===== src/rtl/wcr_pkg.sv =====
// wcr_pkg: shared types, codes and helpers of the windowed content receiver
// no dependencies
package wcr_pkg;

    localparam int unsigned PAYLOAD_MAX   = 1024;
    localparam int unsigned TIMEOUT_RESET = 50000;
    localparam int unsigned QUEUE_DEPTH   = 4;
    localparam int unsigned QA_W          = $clog2(QUEUE_DEPTH);
    localparam int unsigned WIDE_W        = 48;

    localparam logic [1:0] A_START = 2'd0;
    localparam logic [1:0] A_DATA  = 2'd1;
    localparam logic [1:0] A_TICK  = 2'd2;

    localparam logic REG_PRESENT = 1'b0;
    localparam logic REG_TIMEOUT = 1'b1;

    typedef enum logic [2:0] {
        K_WRITE  = 3'd0,
        K_ACK    = 3'd1,
        K_COMMIT = 3'd2,
        K_UPDATE = 3'd3,
        K_DONE   = 3'd4
    } t_kind;

    typedef struct packed {
        logic [1:0]  action;
        logic [31:0] item_hash;
        logic [31:0] total_size;
        logic        buffer_granted;
        logic [15:0] window_number;
        logic [15:0] window_size;
        logic [15:0] packet_index;
        logic [15:0] payload_bytes;
    } t_item;

    typedef struct packed {
        t_kind       kind;
        logic [31:0] write_offset;
        logic [15:0] write_length;
        logic [15:0] ack_window;
        logic [15:0] ack_next;
        logic [31:0] ack_hash;
        logic        accepted;
        logic        last;
    } t_result;

    // packet count times payload size, widened
    function automatic logic [WIDE_W-1:0] pkt_bytes(input logic [15:0] v);
        pkt_bytes = WIDE_W'(v) * WIDE_W'(PAYLOAD_MAX);
    endfunction

endpackage


===== src/rtl/wcr_item_if.sv =====
// wcr_item_if: input item channel, valid/ready plus item fields
// depends on nothing
interface wcr_item_if;
    logic        valid;
    logic        ready;
    logic [1:0]  action;
    logic [31:0] item_hash;
    logic [31:0] total_size;
    logic        buffer_granted;
    logic [15:0] window_number;
    logic [15:0] window_size;
    logic [15:0] packet_index;
    logic [15:0] payload_bytes;

    modport source (output valid, action, item_hash, total_size, buffer_granted,
                    window_number, window_size, packet_index, payload_bytes,
                    input ready);
    modport sink (input valid, action, item_hash, total_size, buffer_granted,
                  window_number, window_size, packet_index, payload_bytes,
                  output ready);
endinterface


===== src/rtl/wcr_res_if.sv =====
// wcr_res_if: result channel, valid/ready plus result fields
// depends on nothing
interface wcr_res_if;
    logic        valid;
    logic        ready;
    logic [2:0]  kind;
    logic [31:0] write_offset;
    logic [15:0] write_length;
    logic [15:0] ack_window;
    logic [15:0] ack_next;
    logic [31:0] ack_hash;
    logic        accepted;
    logic        last;

    modport source (output valid, kind, write_offset, write_length, ack_window,
                    ack_next, ack_hash, accepted, last, input ready);
    modport sink (input valid, kind, write_offset, write_length, ack_window,
                  ack_next, ack_hash, accepted, last, output ready);
endinterface


===== src/rtl/windowed_content_receiver_unit.sv =====
// windowed_content_receiver_unit: top level, configuration registers, sequencer and
// result queue; depends on wcr_pkg, wcr_item_if, wcr_res_if, wcr_front, wcr_queue
// each item ends with a done result, pushed last; start and tick items go from IDLE
// straight to DONE, data items through the further steps of the sequencer in wcr_front;
// one more item is buffered meanwhile, the sequencer stalls while the queue is full,
// and a 4-entry result queue decouples output
// reset (synchronous, active low) clears all window state, empties the queue,
// sets receiver_present to 0 and timeout_ticks to 50000
module windowed_content_receiver_unit import wcr_pkg::*; (
    input  logic        i_clk,
    input  logic        i_rst_n,
    wcr_item_if.sink    i_item,
    wcr_res_if.source   o_res,
    input  logic        i_cfg_we,
    input  logic        i_cfg_index,
    input  logic [19:0] i_cfg_data
);

    // configuration registers; the user must write them only while idle, which the block itself does not enforce
    logic        r_present;
    logic [19:0] r_timeout;

    // sequencer to queue
    logic        w_push;
    logic        w_full;
    t_result     w_res;

    always_ff @(posedge i_clk) begin
        if (!i_rst_n) begin
            r_present <= 1'b0;
            r_timeout <= 20'(TIMEOUT_RESET);
        end else if (i_cfg_we) begin
            case (i_cfg_index)
                REG_PRESENT: r_present <= i_cfg_data[0];
                REG_TIMEOUT: r_timeout <= i_cfg_data;
                default: begin
                end
            endcase
        end
    end

    // front: one buffered input transfer, multi-step sequencer per item,
    // stalls whenever the queue is full so no result is dropped
    wcr_front u_front (
        .i_clk     (i_clk),
        .i_rst_n   (i_rst_n),
        .i_item    (i_item),
        .i_present (r_present),
        .i_timeout (r_timeout),
        .i_full    (w_full),
        .o_push    (w_push),
        .o_res     (w_res)
    );

    // back: result queue drives the result channel
    wcr_queue u_queue (
        .i_clk   (i_clk),
        .i_rst_n (i_rst_n),
        .i_push  (w_push),
        .i_res   (w_res),
        .o_full  (w_full),
        .o_res   (o_res)
    );

endmodule


===== src/rtl/wcr_front.sv =====
// wcr_front: input buffer and sequencer that classifies items, keeps window state
// and pushes result items; depends on wcr_pkg and wcr_item_if
module wcr_front import wcr_pkg::*; (
    input  logic         i_clk,
    input  logic         i_rst_n,
    wcr_item_if.sink     i_item,
    input  logic         i_present,
    input  logic [19:0]  i_timeout,
    input  logic         i_full,
    output logic         o_push,
    output t_result      o_res
);

    typedef enum logic [7:0] {
        S_IDLE    = 8'b0000_0001,
        S_D_CHK   = 8'b0000_0010,
        S_D_OPEN  = 8'b0000_0100,
        S_D_WIN   = 8'b0000_1000,
        S_D_WRITE = 8'b0001_0000,
        S_D_ACK   = 8'b0010_0000,
        S_D_FIN   = 8'b0100_0000,
        S_DONE    = 8'b1000_0000
    } t_state;

    t_state      r_state, n_state;
    logic        r_in_valid, n_in_valid;
    t_item       r_in;
    t_item       r_wk, n_wk;

    logic [31:0] r_bs, n_bs;
    logic [31:0] r_wb, n_wb;
    logic [15:0] r_cw, n_cw;
    logic [15:0] r_cwl, n_cwl;
    logic [15:0] r_ep, n_ep;
    logic        r_sup, n_sup;
    logic [31:0] r_held, n_held;
    logic        r_armed, n_armed;
    logic [19:0] r_tl, n_tl;

    logic        r_c1, n_c1;
    logic [31:0] r_nb, n_nb;
    logic [31:0] r_woff, n_woff;
    logic        r_wr_ok, n_wr_ok;
    logic        r_c2, n_c2;
    logic        r_acc, n_acc;

    logic [WIDE_W-1:0] w_pos, w_nb, w_sub, w_woff;
    logic [31:0]       w_room;
    logic [15:0]       w_ep_inc;
    logic [19:0]       w_tl_dec;
    logic [31:0]       w_hash;
    logic              w_in_take;

    assign i_item.ready = !r_in_valid;
    assign w_hash       = i_present ? r_held : 32'd0;
    assign w_pos        = WIDE_W'(r_wb) + pkt_bytes(r_ep);
    assign w_nb         = WIDE_W'(r_wb) + pkt_bytes(r_cwl);
    assign w_sub        = pkt_bytes(r_cwl);
    assign w_woff       = WIDE_W'(r_wb) + pkt_bytes(r_ep);
    assign w_room       = r_bs - r_woff;
    assign w_ep_inc     = r_ep + 16'd1;
    assign w_tl_dec     = (r_tl != 20'd0) ? r_tl - 20'd1 : r_tl;
    assign w_in_take    = (r_state == S_IDLE) && r_in_valid && !i_full;

    function automatic t_result mk(input t_kind k, input logic [31:0] off,
                                   input logic [15:0] len, input logic [15:0] win,
                                   input logic [15:0] unt, input logic [31:0] h,
                                   input logic acc, input logic lst);
        t_result r;
        r.kind         = k;
        r.write_offset = off;
        r.write_length = len;
        r.ack_window   = win;
        r.ack_next     = unt;
        r.ack_hash     = h;
        r.accepted     = acc;
        r.last         = lst;
        mk = r;
    endfunction

    always_comb begin
        n_state    = r_state;
        n_in_valid = r_in_valid;
        n_wk       = r_wk;
        n_bs       = r_bs;
        n_wb       = r_wb;
        n_cw       = r_cw;
        n_cwl      = r_cwl;
        n_ep       = r_ep;
        n_sup      = r_sup;
        n_held     = r_held;
        n_armed    = r_armed;
        n_tl       = r_tl;
        n_c1       = r_c1;
        n_nb       = r_nb;
        n_woff     = r_woff;
        n_wr_ok    = r_wr_ok;
        n_c2       = r_c2;
        n_acc      = r_acc;
        o_push     = 1'b0;
        o_res      = mk(K_DONE, 32'd0, 16'd0, 16'd0, 16'd0, 32'd0, 1'b0, 1'b0);

        if (i_item.valid && !r_in_valid) begin
            n_in_valid = 1'b1;
        end

        if (!i_full) begin
            case (r_state)
                S_IDLE: begin
                    if (r_in_valid) begin
                        n_in_valid = 1'b0;
                        n_wk       = r_in;
                        n_acc      = 1'b0;
                        n_state    = S_DONE;
                        case (r_in.action)
                            A_START: begin
                                if (i_present) begin
                                    n_held  = r_in.item_hash;
                                    n_bs    = r_in.buffer_granted ? r_in.total_size : 32'd0;
                                    n_wb    = 32'd0;
                                    n_cw    = 16'd0;
                                    n_cwl   = 16'd0;
                                    n_ep    = 16'd0;
                                    n_sup   = 1'b0;
                                    n_armed = 1'b0;
                                    n_tl    = 20'd0;
                                    o_push  = 1'b1;
                                    o_res   = mk(K_UPDATE, 32'd0, 16'd0, 16'd0, 16'd0,
                                                 32'd0, 1'b0, 1'b0);
                                end
                            end
                            A_DATA: begin
                                if (i_present && (r_in.item_hash == r_held)) begin
                                    n_state = S_D_CHK;
                                end
                            end
                            A_TICK: begin
                                if (r_armed) begin
                                    n_tl = w_tl_dec;
                                    if (w_tl_dec == 20'd0) begin
                                        n_armed = 1'b0;
                                        o_push  = 1'b1;
                                        o_res   = mk(K_ACK, 32'd0, 16'd0, r_cw, r_ep,
                                                     w_hash, 1'b0, 1'b0);
                                    end
                                end
                            end
                            default: begin
                            end
                        endcase
                    end
                end
                S_D_CHK: begin
                    n_c1    = (w_pos >= WIDE_W'(r_bs));
                    n_nb    = (w_nb > WIDE_W'(32'hFFFF_FFFF)) ? 32'hFFFF_FFFF : w_nb[31:0];
                    n_state = S_D_OPEN;
                end
                S_D_OPEN: begin
                    if (r_c1) begin
                        n_state = S_DONE;
                    end else begin
                        n_armed = 1'b0;
                        n_tl    = 20'd0;
                        n_state = S_D_WIN;
                        if (r_ep == r_cwl) begin
                            n_wb  = r_nb;
                            n_cw  = (r_ep != 16'd0) ? r_cw + 16'd1 : r_cw;
                            n_cwl = r_wk.window_size;
                            n_ep  = 16'd0;
                            if (r_nb >= r_bs) begin
                                n_state = S_DONE;
                            end
                        end
                    end
                end
                S_D_WIN: begin
                    n_state = S_DONE;
                    if (r_wk.window_number != r_cw) begin
                        if ((r_wk.window_number == r_cw - 16'd1) &&
                            (r_wk.window_size != 16'd0) &&
                            (r_wk.packet_index + 16'd1 == r_wk.window_size)) begin
                            n_wb   = (w_sub > WIDE_W'(r_wb)) ? 32'd0 : r_wb - w_sub[31:0];
                            n_cw   = r_wk.window_number;
                            n_cwl  = r_wk.window_size;
                            n_ep   = r_wk.window_size;
                            o_push = 1'b1;
                            o_res  = mk(K_ACK, 32'd0, 16'd0, r_wk.window_number,
                                        r_wk.window_size, w_hash, 1'b0, 1'b0);
                        end
                    end else if (r_wk.packet_index != r_ep) begin
                        if (!r_sup) begin
                            n_sup  = 1'b1;
                            o_push = 1'b1;
                            o_res  = mk(K_ACK, 32'd0, 16'd0, r_cw, r_ep, w_hash,
                                        1'b0, 1'b0);
                        end
                    end else begin
                        n_sup   = 1'b0;
                        n_woff  = w_woff[31:0];
                        n_wr_ok = (w_woff < WIDE_W'(r_bs));
                        n_state = S_D_WRITE;
                    end
                end
                S_D_WRITE: begin
                    if (r_wr_ok) begin
                        o_push = 1'b1;
                        o_res  = mk(K_WRITE, r_woff,
                                    (w_room < 32'(r_wk.payload_bytes)) ? w_room[15:0]
                                                                        : r_wk.payload_bytes,
                                    16'd0, 16'd0, 32'd0, 1'b0, 1'b0);
                    end
                    n_ep    = w_ep_inc;
                    n_state = S_D_ACK;
                end
                S_D_ACK: begin
                    if (r_ep == r_cwl) begin
                        o_push = 1'b1;
                        o_res  = mk(K_ACK, 32'd0, 16'd0, r_cw, r_ep, w_hash, 1'b0, 1'b0);
                    end
                    n_c2    = (w_pos >= WIDE_W'(r_bs));
                    n_state = S_D_FIN;
                end
                S_D_FIN: begin
                    if (r_c2) begin
                        o_push = 1'b1;
                        o_res  = mk(K_COMMIT, 32'd0, 16'd0, 16'd0, 16'd0, 32'd0,
                                    1'b0, 1'b0);
                    end else begin
                        n_armed = 1'b1;
                        n_tl    = i_timeout;
                    end
                    n_acc   = 1'b1;
                    n_state = S_DONE;
                end
                S_DONE: begin
                    o_push  = 1'b1;
                    o_res   = mk(K_DONE, 32'd0, 16'd0, 16'd0, 16'd0, 32'd0, r_acc, 1'b1);
                    n_state = S_IDLE;
                end
                default: begin
                    n_state = S_IDLE;
                end
            endcase
        end
    end

    always_ff @(posedge i_clk) begin
        if (!i_rst_n) begin
            r_state    <= S_IDLE;
            r_in_valid <= 1'b0;
            r_bs       <= 32'd0;
            r_wb       <= 32'd0;
            r_cw       <= 16'd0;
            r_cwl      <= 16'd0;
            r_ep       <= 16'd0;
            r_sup      <= 1'b0;
            r_held     <= 32'd0;
            r_armed    <= 1'b0;
            r_tl       <= 20'd0;
            r_acc      <= 1'b0;
        end else begin
            r_state    <= n_state;
            r_in_valid <= n_in_valid;
            r_bs       <= n_bs;
            r_wb       <= n_wb;
            r_cw       <= n_cw;
            r_cwl      <= n_cwl;
            r_ep       <= n_ep;
            r_sup      <= n_sup;
            r_held     <= n_held;
            r_armed    <= n_armed;
            r_tl       <= n_tl;
            r_acc      <= n_acc;
        end
    end

    always_ff @(posedge i_clk) begin
        if (i_item.valid && !r_in_valid) begin
            r_in.action         <= i_item.action;
            r_in.item_hash      <= i_item.item_hash;
            r_in.total_size     <= i_item.total_size;
            r_in.buffer_granted <= i_item.buffer_granted;
            r_in.window_number  <= i_item.window_number;
            r_in.window_size    <= i_item.window_size;
            r_in.packet_index   <= i_item.packet_index;
            r_in.payload_bytes  <= i_item.payload_bytes;
        end
        if (w_in_take) begin
            r_wk <= n_wk;
        end
        r_c1    <= n_c1;
        r_nb    <= n_nb;
        r_woff  <= n_woff;
        r_wr_ok <= n_wr_ok;
        r_c2    <= n_c2;
    end

endmodule


===== src/rtl/wcr_queue.sv =====
// wcr_queue: result queue between sequencer and result channel
// depends on wcr_pkg and wcr_res_if
module wcr_queue import wcr_pkg::*; (
    input  logic        i_clk,
    input  logic        i_rst_n,
    input  logic        i_push,
    input  t_result     i_res,
    output logic        o_full,
    wcr_res_if.source   o_res
);

    t_result           r_mem [QUEUE_DEPTH];
    logic [QA_W-1:0]   r_wr, n_wr;
    logic [QA_W-1:0]   r_rd, n_rd;
    logic [QA_W:0]     r_cnt, n_cnt;
    logic              w_pop;
    t_result           w_head;

    assign o_full  = (r_cnt == (QA_W+1)'(QUEUE_DEPTH));
    assign w_pop   = o_res.valid && o_res.ready;
    assign w_head  = r_mem[r_rd];

    assign o_res.valid        = (r_cnt != '0);
    assign o_res.kind         = w_head.kind;
    assign o_res.write_offset = w_head.write_offset;
    assign o_res.write_length = w_head.write_length;
    assign o_res.ack_window   = w_head.ack_window;
    assign o_res.ack_next     = w_head.ack_next;
    assign o_res.ack_hash     = w_head.ack_hash;
    assign o_res.accepted     = w_head.accepted;
    assign o_res.last         = w_head.last;

    always_comb begin
        n_wr  = (i_push) ? r_wr + QA_W'(1) : r_wr;
        n_rd  = (w_pop) ? r_rd + QA_W'(1) : r_rd;
        n_cnt = r_cnt + (QA_W+1)'(i_push) - (QA_W+1)'(w_pop);
    end

    always_ff @(posedge i_clk) begin
        if (!i_rst_n) begin
            r_wr  <= '0;
            r_rd  <= '0;
            r_cnt <= '0;
        end else begin
            r_wr  <= n_wr;
            r_rd  <= n_rd;
            r_cnt <= n_cnt;
        end
    end

    always_ff @(posedge i_clk) begin
        if (i_push) begin
            r_mem[r_wr] <= i_res;
        end
    end

endmodule


===== src/flat_wrapper.sv =====
// flat-port wrapper written by rule: the top's interface ports become plain ports
module windowed_content_receiver_unit_flat import wcr_pkg::*;
  (i_clk, i_rst_n, i_cfg_we, i_cfg_index, i_cfg_data, i_item_valid, i_item_action, i_item_item_hash, i_item_total_size, i_item_buffer_granted, i_item_window_number, i_item_window_size, i_item_packet_index, i_item_payload_bytes, i_item_ready, o_res_valid, o_res_kind, o_res_write_offset, o_res_write_length, o_res_ack_window, o_res_ack_next, o_res_ack_hash, o_res_accepted, o_res_last, o_res_ready);
  wcr_item_if i_item_i ();
  wcr_res_if o_res_i ();
  input  logic i_clk;
  input  logic i_rst_n;
  input  logic i_cfg_we;
  input  logic i_cfg_index;
  input  logic [19:0] i_cfg_data;
  input wire logic [$bits(i_item_i.valid)-1:0] i_item_valid;
  input wire logic [$bits(i_item_i.action)-1:0] i_item_action;
  input wire logic [$bits(i_item_i.item_hash)-1:0] i_item_item_hash;
  input wire logic [$bits(i_item_i.total_size)-1:0] i_item_total_size;
  input wire logic [$bits(i_item_i.buffer_granted)-1:0] i_item_buffer_granted;
  input wire logic [$bits(i_item_i.window_number)-1:0] i_item_window_number;
  input wire logic [$bits(i_item_i.window_size)-1:0] i_item_window_size;
  input wire logic [$bits(i_item_i.packet_index)-1:0] i_item_packet_index;
  input wire logic [$bits(i_item_i.payload_bytes)-1:0] i_item_payload_bytes;
  output wire logic [$bits(i_item_i.ready)-1:0] i_item_ready;
  output wire logic [$bits(o_res_i.valid)-1:0] o_res_valid;
  output wire logic [$bits(o_res_i.kind)-1:0] o_res_kind;
  output wire logic [$bits(o_res_i.write_offset)-1:0] o_res_write_offset;
  output wire logic [$bits(o_res_i.write_length)-1:0] o_res_write_length;
  output wire logic [$bits(o_res_i.ack_window)-1:0] o_res_ack_window;
  output wire logic [$bits(o_res_i.ack_next)-1:0] o_res_ack_next;
  output wire logic [$bits(o_res_i.ack_hash)-1:0] o_res_ack_hash;
  output wire logic [$bits(o_res_i.accepted)-1:0] o_res_accepted;
  output wire logic [$bits(o_res_i.last)-1:0] o_res_last;
  input wire logic [$bits(o_res_i.ready)-1:0] o_res_ready;
  assign i_item_i.valid = i_item_valid;
  assign i_item_i.action = i_item_action;
  assign i_item_i.item_hash = i_item_item_hash;
  assign i_item_i.total_size = i_item_total_size;
  assign i_item_i.buffer_granted = i_item_buffer_granted;
  assign i_item_i.window_number = i_item_window_number;
  assign i_item_i.window_size = i_item_window_size;
  assign i_item_i.packet_index = i_item_packet_index;
  assign i_item_i.payload_bytes = i_item_payload_bytes;
  assign i_item_ready = i_item_i.ready;
  assign o_res_valid = o_res_i.valid;
  assign o_res_kind = o_res_i.kind;
  assign o_res_write_offset = o_res_i.write_offset;
  assign o_res_write_length = o_res_i.write_length;
  assign o_res_ack_window = o_res_i.ack_window;
  assign o_res_ack_next = o_res_i.ack_next;
  assign o_res_ack_hash = o_res_i.ack_hash;
  assign o_res_accepted = o_res_i.accepted;
  assign o_res_last = o_res_i.last;
  assign o_res_i.ready = o_res_ready;
  windowed_content_receiver_unit u_core (.i_clk(i_clk), .i_rst_n(i_rst_n), .i_item(i_item_i), .o_res(o_res_i), .i_cfg_we(i_cfg_we), .i_cfg_index(i_cfg_index), .i_cfg_data(i_cfg_data));
endmodule

===== config.mk =====
export PLATFORM = sky130hd
export DESIGN_NAME = windowed_content_receiver_unit_flat
export DESIGN_NICKNAME = d
export VERILOG_FILES = /design/src/rtl/wcr_pkg.sv /design/src/rtl/wcr_item_if.sv /design/src/rtl/wcr_res_if.sv /design/src/rtl/windowed_content_receiver_unit.sv /design/src/rtl/wcr_front.sv /design/src/rtl/wcr_queue.sv /design/src/flat_wrapper.sv
export SDC_FILE = /design/constraint.sdc
export NUM_CORES = 1
export LEC_CHECK = 0
export BUFFER_PORTS_ARGS = -buffer_cell sky130_fd_sc_hd__buf_4
export CORE_UTILIZATION = 45
export CTS_CLUSTER_DIAMETER = 100
export DETAILED_ROUTE_END_ITERATION = 16
export SETUP_SLACK_MARGIN = 0.1
export SLEW_MARGIN = 10
export SYNTH_ARGS = -nofsm -noshare
export SYNTH_HDL_FRONTEND = slang
export SYNTH_SLANG_ARGS = --single-unit

===== constraint.sdc =====
create_clock -name i_clk -period 8.1 [get_ports i_clk]
set_clock_uncertainty 0.15 [all_clocks]
set_input_delay 0.405 -clock i_clk [delete_from_list [all_inputs] [get_ports i_clk]]
set_output_delay 0.405 -clock i_clk [all_outputs]
set_load 0.01 [all_outputs]

==> flow_summary.json, run 1 <==
{
  "cts_root_buf": "clkbuf_16",
  "worst_ep_required_time_ns": 8.28,
  "async_flop_share_pct": 0,
  "synth_flop_cell": "edfxtp_1",
  "insertedDiodeCount": 0,
  "drv_cap": 0,
  "relSlewSlack_pct": 21.19,
  "endpoint_kind": "flip-flop",
  "ys_seq_area_share_pct": 59.77,
  "tightest_slew_ns": 1.178,
  "finalNonFillerCells": 5181,
  "arrival_ns": 6.31,
  "cts_buffers": 98,
  "drt_iter0_markers": 2479,
  "layout_commonest_cell": "edfxtp_1",
  "fmax_ghz": 0.1631,
  "avgViaCountPerCell": 5.592,
  "avgRoutedWirePerCell_um": 22.10,
  "yosys_warnings": 0,
  "drive_above_1_share_pct": 15.81,
  "rows": 113,
  "grt_pass1_wl_um": 172800,
  "die_h_um": 313.2,
  "area_growth_pct": 18.79,
  "synth_edf_count": 730,
  "status": "completed",
  "io_pins": 276,
  "h-tree-depth": 3,
  "grt_overflow": 0,
  "hold_class": "in2reg",
  "cts_tree": "done",
  "cts.sinks": 936,
  "fin_crit_sh_pct": 75.69,
  "die_width_um": 313.2,
  "rsz0062_at_grt": "false",
  "antenna_left": 0,
  "synth_seq_cells": 936,
  "drt_wl_total_um": 114500,
  "crit_fanout": 61,
  "syn_area_sq_um": 43580,
  "dieArea_sq_um": 98080,
  "drc": 0,
  "dp_hpwl_um": 76620,
  "num_vias": 28970,
  "path_cells": "inv_1, ha_1, or4b_1, nor3_2, and3_1, o31ai_1, a211o_1, nor4_1, nand4b_1, o41ai_4, buf_4, o31a_1, and2_4, buf_12",
  "initial_utilization_pct": 45.66,
  "nets": 4166,
  "syn_avg_cell_area_sq_um": 12.60,
  "period_minus_slack_ns": 6.131,
  "syn_inst": 3459,
  "crit_buf_inv": 3,
  "final_cell_mix": "edfxtp_1 (730), buf_4 (311), nand2_1 (301)",
  "powerDensity_nw_per_um2": 276.9,
  "tns_ns": 0,
  "critPathLaunchType": "flip-flop",
  "cts_buffer_depth": 3,
  "portBuffers": 275,
  "dr.pass1.iters": 6,
  "grt_start_max_net_pins": 118,
  "critPathMaxStageDelay_ns": 0.82,
  "clkTransAtPathRegs_ns": 0.06,
  "cts-resized-gates": 0,
  "finalHoldViolCount": 0,
  "path_class": "reg2reg",
  "ir_worst_vdd_mv": 0.1884,
  "first_global_vias": 28150,
  "crit_slowest_cell": "and2_4",
  "finalSetupViolations": 0,
  "synthDistinctLibCells": 80,
  "p_leak_uw": 0.01783,
  "dp.cells": 4846,
  "core-area_sq_um": 95440,
  "syn_nets": 3790,
  "grt.total_usage_pct": 23.05,
  "maxSlewViolCount": 0,
  "antenna_found_initial": 0,
  "post_cts_buffers": 0,
  "place_congestion": 0.9045,
  "crit_family": "simple AND/OR/NAND/NOR gates",
  "worstSkewPairLatency_ns": 0.69
}
final cells by class:
| type | instances | area, sq um |
|---|---|---|
| tap | 1265 | 1583 |
| timing repair buffer | 469 | 3956 |
| clock buffer | 135 | 2701 |
| clock inverter | 46 | 605.6 |
| inverter | 153 | 574.3 |
| multi-input combinational | 2177 | 16290 |
| sequential | 936 | 26050 |
| fill | 7995 | 43670 |
path summary, 6_finish.rpt:
| check | start | end | slack [ns] | cells past startpoint |
|---|---|---|---|---|
| setup / recovery | u_core.u_front.r_tl[0] | u_core.u_queue.r_mem[1][90] | 1.97 | 14 |
| hold / removal | i_cfg_we | u_core.r_present | 0.05 | 4 |
| setup reg to reg | u_core.u_front.r_tl[0] | u_core.u_queue.r_mem[1][90] | 1.97 | 14 |
| hold reg to reg | u_core.u_front.r_in[54] | u_core.u_front.r_wk[54] | 0.25 | 0 |
sequential cells by signal, summed over array words and instances (netlist names), 2 cells and up, named ones only:
signal	flops
u_core.r_timeout	20
u_core.u_front.r_bs	32
u_core.u_front.r_wk	64
u_core.u_queue.r_wr	2
u_core.u_front.r_cwl	16
u_core.u_front.r_state	8
u_core.u_front.r_woff	32
u_core.u_front.r_tl	20
u_core.u_front.r_nb	32
u_core.u_queue.r_rd	2
u_core.u_queue.r_mem	468
u_core.u_queue.r_cnt	3
u_core.u_front.r_held	32
u_core.u_front.r_in	131
u_core.u_front.r_cw	16
u_core.u_front.r_ep	16
u_core.u_front.r_wb	32
Yosys cell counts, types with 13 or more instances:
master,n,area share [%]
ha_1,169,4.9
nor3_1,51,0.59
mux4_2,117,6.0
and3_1,26,0.37
a22oi_1,56,0.96
xnor2_1,152,3.1
and2_1,57,0.82
nand2b_1,36,0.52
nor4_1,34,0.49
a21o_1,53,0.91
mux2i_1,23,0.53
o21bai_1,16,0.28
a21boi_0,73,1.3
buf_1,16,0.14
edfxtp_1,730,50
a21oi_1,151,1.7
nand3_1,87,1.0
o21ai_0,112,1.3
o21a_1,14,0.24
nor2_1,238,2.1
nand4_1,60,0.86
a221oi_1,34,0.68
nor3b_1,17,0.29
inv_1,152,1.3
nand2_1,302,2.6
nor2b_1,30,0.43
xor2_1,56,1.1
clkbuf_1,170,1.5
o211ai_1,14,0.24
dfxtp_1,206,9.5
o31ai_1,13,0.22
a211oi_1,19,0.33
cell families (layout without fill, tap and decap cells):
logic type / count (synthesis) / after routing / share of synthesized area [%]
simple gates: 991 / 991 / 10.97
flops: 936 / 936 / 59.77
compound gates: 662 / 662 / 10.34
buf+inv: 346 / 803 / 3.032
xor+xnor: 208 / 208 / 4.181
fa+ha+maj: 174 / 174 / 5.082
mux: 142 / 142 / 6.627
repair_timing:
item | in CTS | in global routing
hold buffers | 154 | 0
endpoints found under the hold margin | 160 | 0
endpoints found under the setup margin | 0 | 0
worst register-to-register path, stage by stage (launching register included):
cell      delay, ns
dfxtp_1        0.36
inv_1          0.08
ha_1           0.24
or4b_1         0.58
nor3_2         0.36
and3_1         0.43
o31ai_1        0.13
a211o_1        0.27
nor4_1         0.30
nand4b_1       0.39
o41ai_4        0.32
buf_4          0.40
o31a_1         0.45
and2_4         0.83
buf_12         0.44
power by group:
| part | switching (uW) | total (uW) | internal [uW] | leakage [uW] |
|---|---|---|---|---|
| Sequential | 375 | 5900 | 5520 | 0.00753 |
| Combinational | 2160 | 3840 | 1680 | 0.00871 |
| Clock | 1900 | 4590 | 2690 | 0.00159 |
| Total | 4430 | 14300 | 9900 | 0.0178 |
metal layers:
| layer | GRT usage [%] | wire [um] |
|---|---|---|
| met5 | 0 | 0 |
| met4 | 5.654 | 2456 |
| met3 | 3.229 | 6115 |
| met2 | 36.43 | 52700 |
| met1 | 33.57 | 53230 |
per-stage QoR:
step	worst slack, ns	util (%)	total power [uW]	hold WS [ns]	cell area [sq um]
after floorplan	0.2051	-	8519	0.2503	43580
after global placement	2.125	49.15	9752	0.2513	46910
after detailed placement	2.058	49.15	9764	0.2545	46910
after CTS	2.036	54.23	14420	0.001452	51760
after global routing	1.597	54.24	15000	0.06558	51760
final	1.969	54.24	14330	0.04926	51760
Power figures use the tool's default switching activity.
==> run 2: changes to the inputs <==
Settings changed: ABC_AREA from default to 1.
Clock period 8.1 ns to 6.1 ns, I/O delays scaled along.
==> flow_summary.json, run 2 <==
{
  "drt_iter0_markers": 3392,
  "rows": 115,
  "cp_common_cell": "nand2_1",
  "avgRoutedWirePerCell_um": 20.32,
  "h-tree-depth": 3,
  "p_leak_uw": 0.02074,
  "drive_above_1_share_pct": 10.22,
  "syn_area_sq_um": 45030,
  "period_minus_slack_ns": 4.859,
  "cts_root_buf": "clkbuf_16",
  "core-area_sq_um": 98710,
  "path_class": "reg2reg",
  "synth_top_area_share_pct": 48.68,
  "ys_seq_area_share_pct": 57.84,
  "area_growth_pct": 18.37,
  "top_regs": "u_core.u_queue.r_mem x468, u_core.u_front.r_in x131, u_core.u_front.r_wk x64",
  "dr.pass1.iters": 6,
  "tns_ns": 0,
  "fin_crit_sh_pct": 79.65,
  "synth_edf_count": 730,
  "finalHoldViolCount": 0,
  "synth_seq_cells": 936,
  "drc": 0,
  "yosys_warnings": 0,
  "drt_wl_total_um": 131100,
  "grt_start_max_net_pins": 103,
  "final_cell_mix": "nand2_1 (747), edfxtp_1 (730), nor2_1 (663)",
  "syn_nets": 5051,
  "crit_fanout": 50,
  "nets": 5414,
  "place_congestion": 0.9266,
  "async_flop_share_pct": 0,
  "ir_worst_vdd_mv": 0.3166,
  "arrival_ns": 5.04,
  "synthDistinctLibCells": 59,
  "grt_overflow": 0,
  "setup_ws_ns": 1.241,
  "first_global_vias": 33460,
  "portBuffers": 275,
  "io_pins": 276,
  "die_h_um": 318.3,
  "largest_reg_flops": 468,
  "worst_ep_required_time_ns": 6.28,
  "cts_buffer_depth": 3,
  "cts.sinks": 936,
  "status": "completed",
  "avgViaCountPerCell": 5.473,
  "cts_buffers": 98,
  "synthMostInstantiatedCell": "nand2_1",
  "dp_hpwl_um": 89430,
  "top_register": "u_core.u_queue.r_mem",
  "critPathLaunchType": "flip-flop",
  "cts_tree": "done",
  "tightest_slew_ns": 1.173,
  "final_util_pct": 54.00,
  "die_width_um": 318.3,
  "crit_slowest_cell": "nor2_1",
  "post-place-ws_ns": 1.243,
  "finalSetupViolations": 0,
  "endpoint_kind": "flip-flop",
  "drv_cap": 0,
  "num_vias": 35310,
  "insertedDiodeCount": 0,
  "yosys.area.top_type": "edfxtp_1",
  "clkTransAtPathRegs_ns": 0.06,
  "synth_area_leaders": "edfxtp_1 (49%), dfxtp_1 (9.2%), nand2_1 (6.2%)",
  "synth.top_cells.by_count": "nand2_1 (747), edfxtp_1 (730), nor2_1 (671)",
  "fin_area_sq_um": 53300,
  "layout_commonest_cell": "nand2_1",
  "grt_pass1_wl_um": 198600,
  "fmax_ghz": 0.2058,
  "initial_utilization_pct": 45.62,
  "synth_flop_cell": "edfxtp_1",
  "syn_inst": 4720,
  "grt.total_usage_pct": 25.39,
  "hold_class": "in2reg",
  "totalPowerFinal_uw": 20630,
  "rsz0062_at_grt": "false",
  "antenna_found_initial": 4,
  "fillCellCount": 8835,
  "powerDensity_nw_per_um2": 386.9,
  "path_cells": "inv_1, ha_1, nand2_1, nor2_1, nand3_2, nand2_1, nand2_1, nor2_1, nand3_1, nor2_1, nand4_1, nand2_1, nand2_2, nor2_4, buf_12",
  "worstSkewPairLatency_ns": 0.69,
  "place_area_sq_um": 48300,
  "critPathMaxStageDelay_ns": 0.60,
  "dieArea_sq_um": 101300,
  "antenna_left": 0,
  "relSlewSlack_pct": 21.79,
  "maxSlewViolCount": 0,
  "post_cts_buffers": 0,
  "syn_avg_cell_area_sq_um": 9.541
}
-- run 2: cells by family after synthesis --
kind of cell	after synthesis	synth area share, %
xor+xnor	129	2.509
flops	936	57.84
simple gates	1801	16.61
fa+ha+maj	174	4.918
buf+inv	666	5.762
compound gates	1014	12.36
-- run 2: worst paths after layout --
check	startpoint	cells past startpoint	slack (ns)	end
worst min-delay path	i_cfg_we	5	0.08	u_core.r_timeout[18]
worst max register to register	u_core.u_front.r_tl[0]	15	1.24	u_core.u_queue.r_mem[2][69]
worst max-delay path	u_core.u_front.r_tl[0]	15	1.24	u_core.u_queue.r_mem[2][69]
worst min register to register	u_core.u_front.r_in[2]	0	0.26	u_core.u_front.r_wk[2]
-- run 2: critical path, delay by kind of cell (launching register included) --
family | cells | cell delay (ns)
AND/OR/NAND/NOR | 12 | 3.29
buffers and inverters | 2 | 0.47
flip-flops | 1 | 0.31
adder cells (fa/ha/maj) | 1 | 0.22
-- run 2: timing repair --
item	4_1_cts	5_1_grt
endpoints found under the hold margin	186	0
gates resized for setup	0	0
hold buffers	165	0
-- run 2: metal layers --
| metal | up-vias | wire, um | track usage, % |
|---|---|---|---|
| met1 | 16870 | 57310 | 34.66 |
| met3 | 222 | 9405 | 4.522 |
| met4 | 2 | 3680 | 7.933 |
| met2 | 1200 | 60670 | 41.07 |
| li1 | 17020 | - | - |
| met5 | - | 13 | 0 |
-- run 2: stage by stage --
stage | cells | hold slack [ns]
CTS | 6451 | 0.03648
global route | 6451 | 0.1223
global placement | 6105 | 0.2514
finish | 6451 | 0.08123
floorplan | 4720 | 0.2503
detailed placement | 6105 | 0.2545
-- run 2: area by class of cell --
type                    instances  area (sq um)  share of cell area [%]
flip-flops and latches        936         26050                   48.87
inverters                     448          1690                   3.171
multi-input cells            3118         16470                   30.90
repair buffers                481          4124                   7.737
clock buffers                 121          2580                   4.840
well taps                    1287          1610                   3.021
clock inverters                60         775.7                   1.455
-- run 2: power breakdown --
part	switching [uW]	internal, uW
Combinational	4010	2020
Clock	2540	3690
Sequential	712	7640
Total	7270	13400
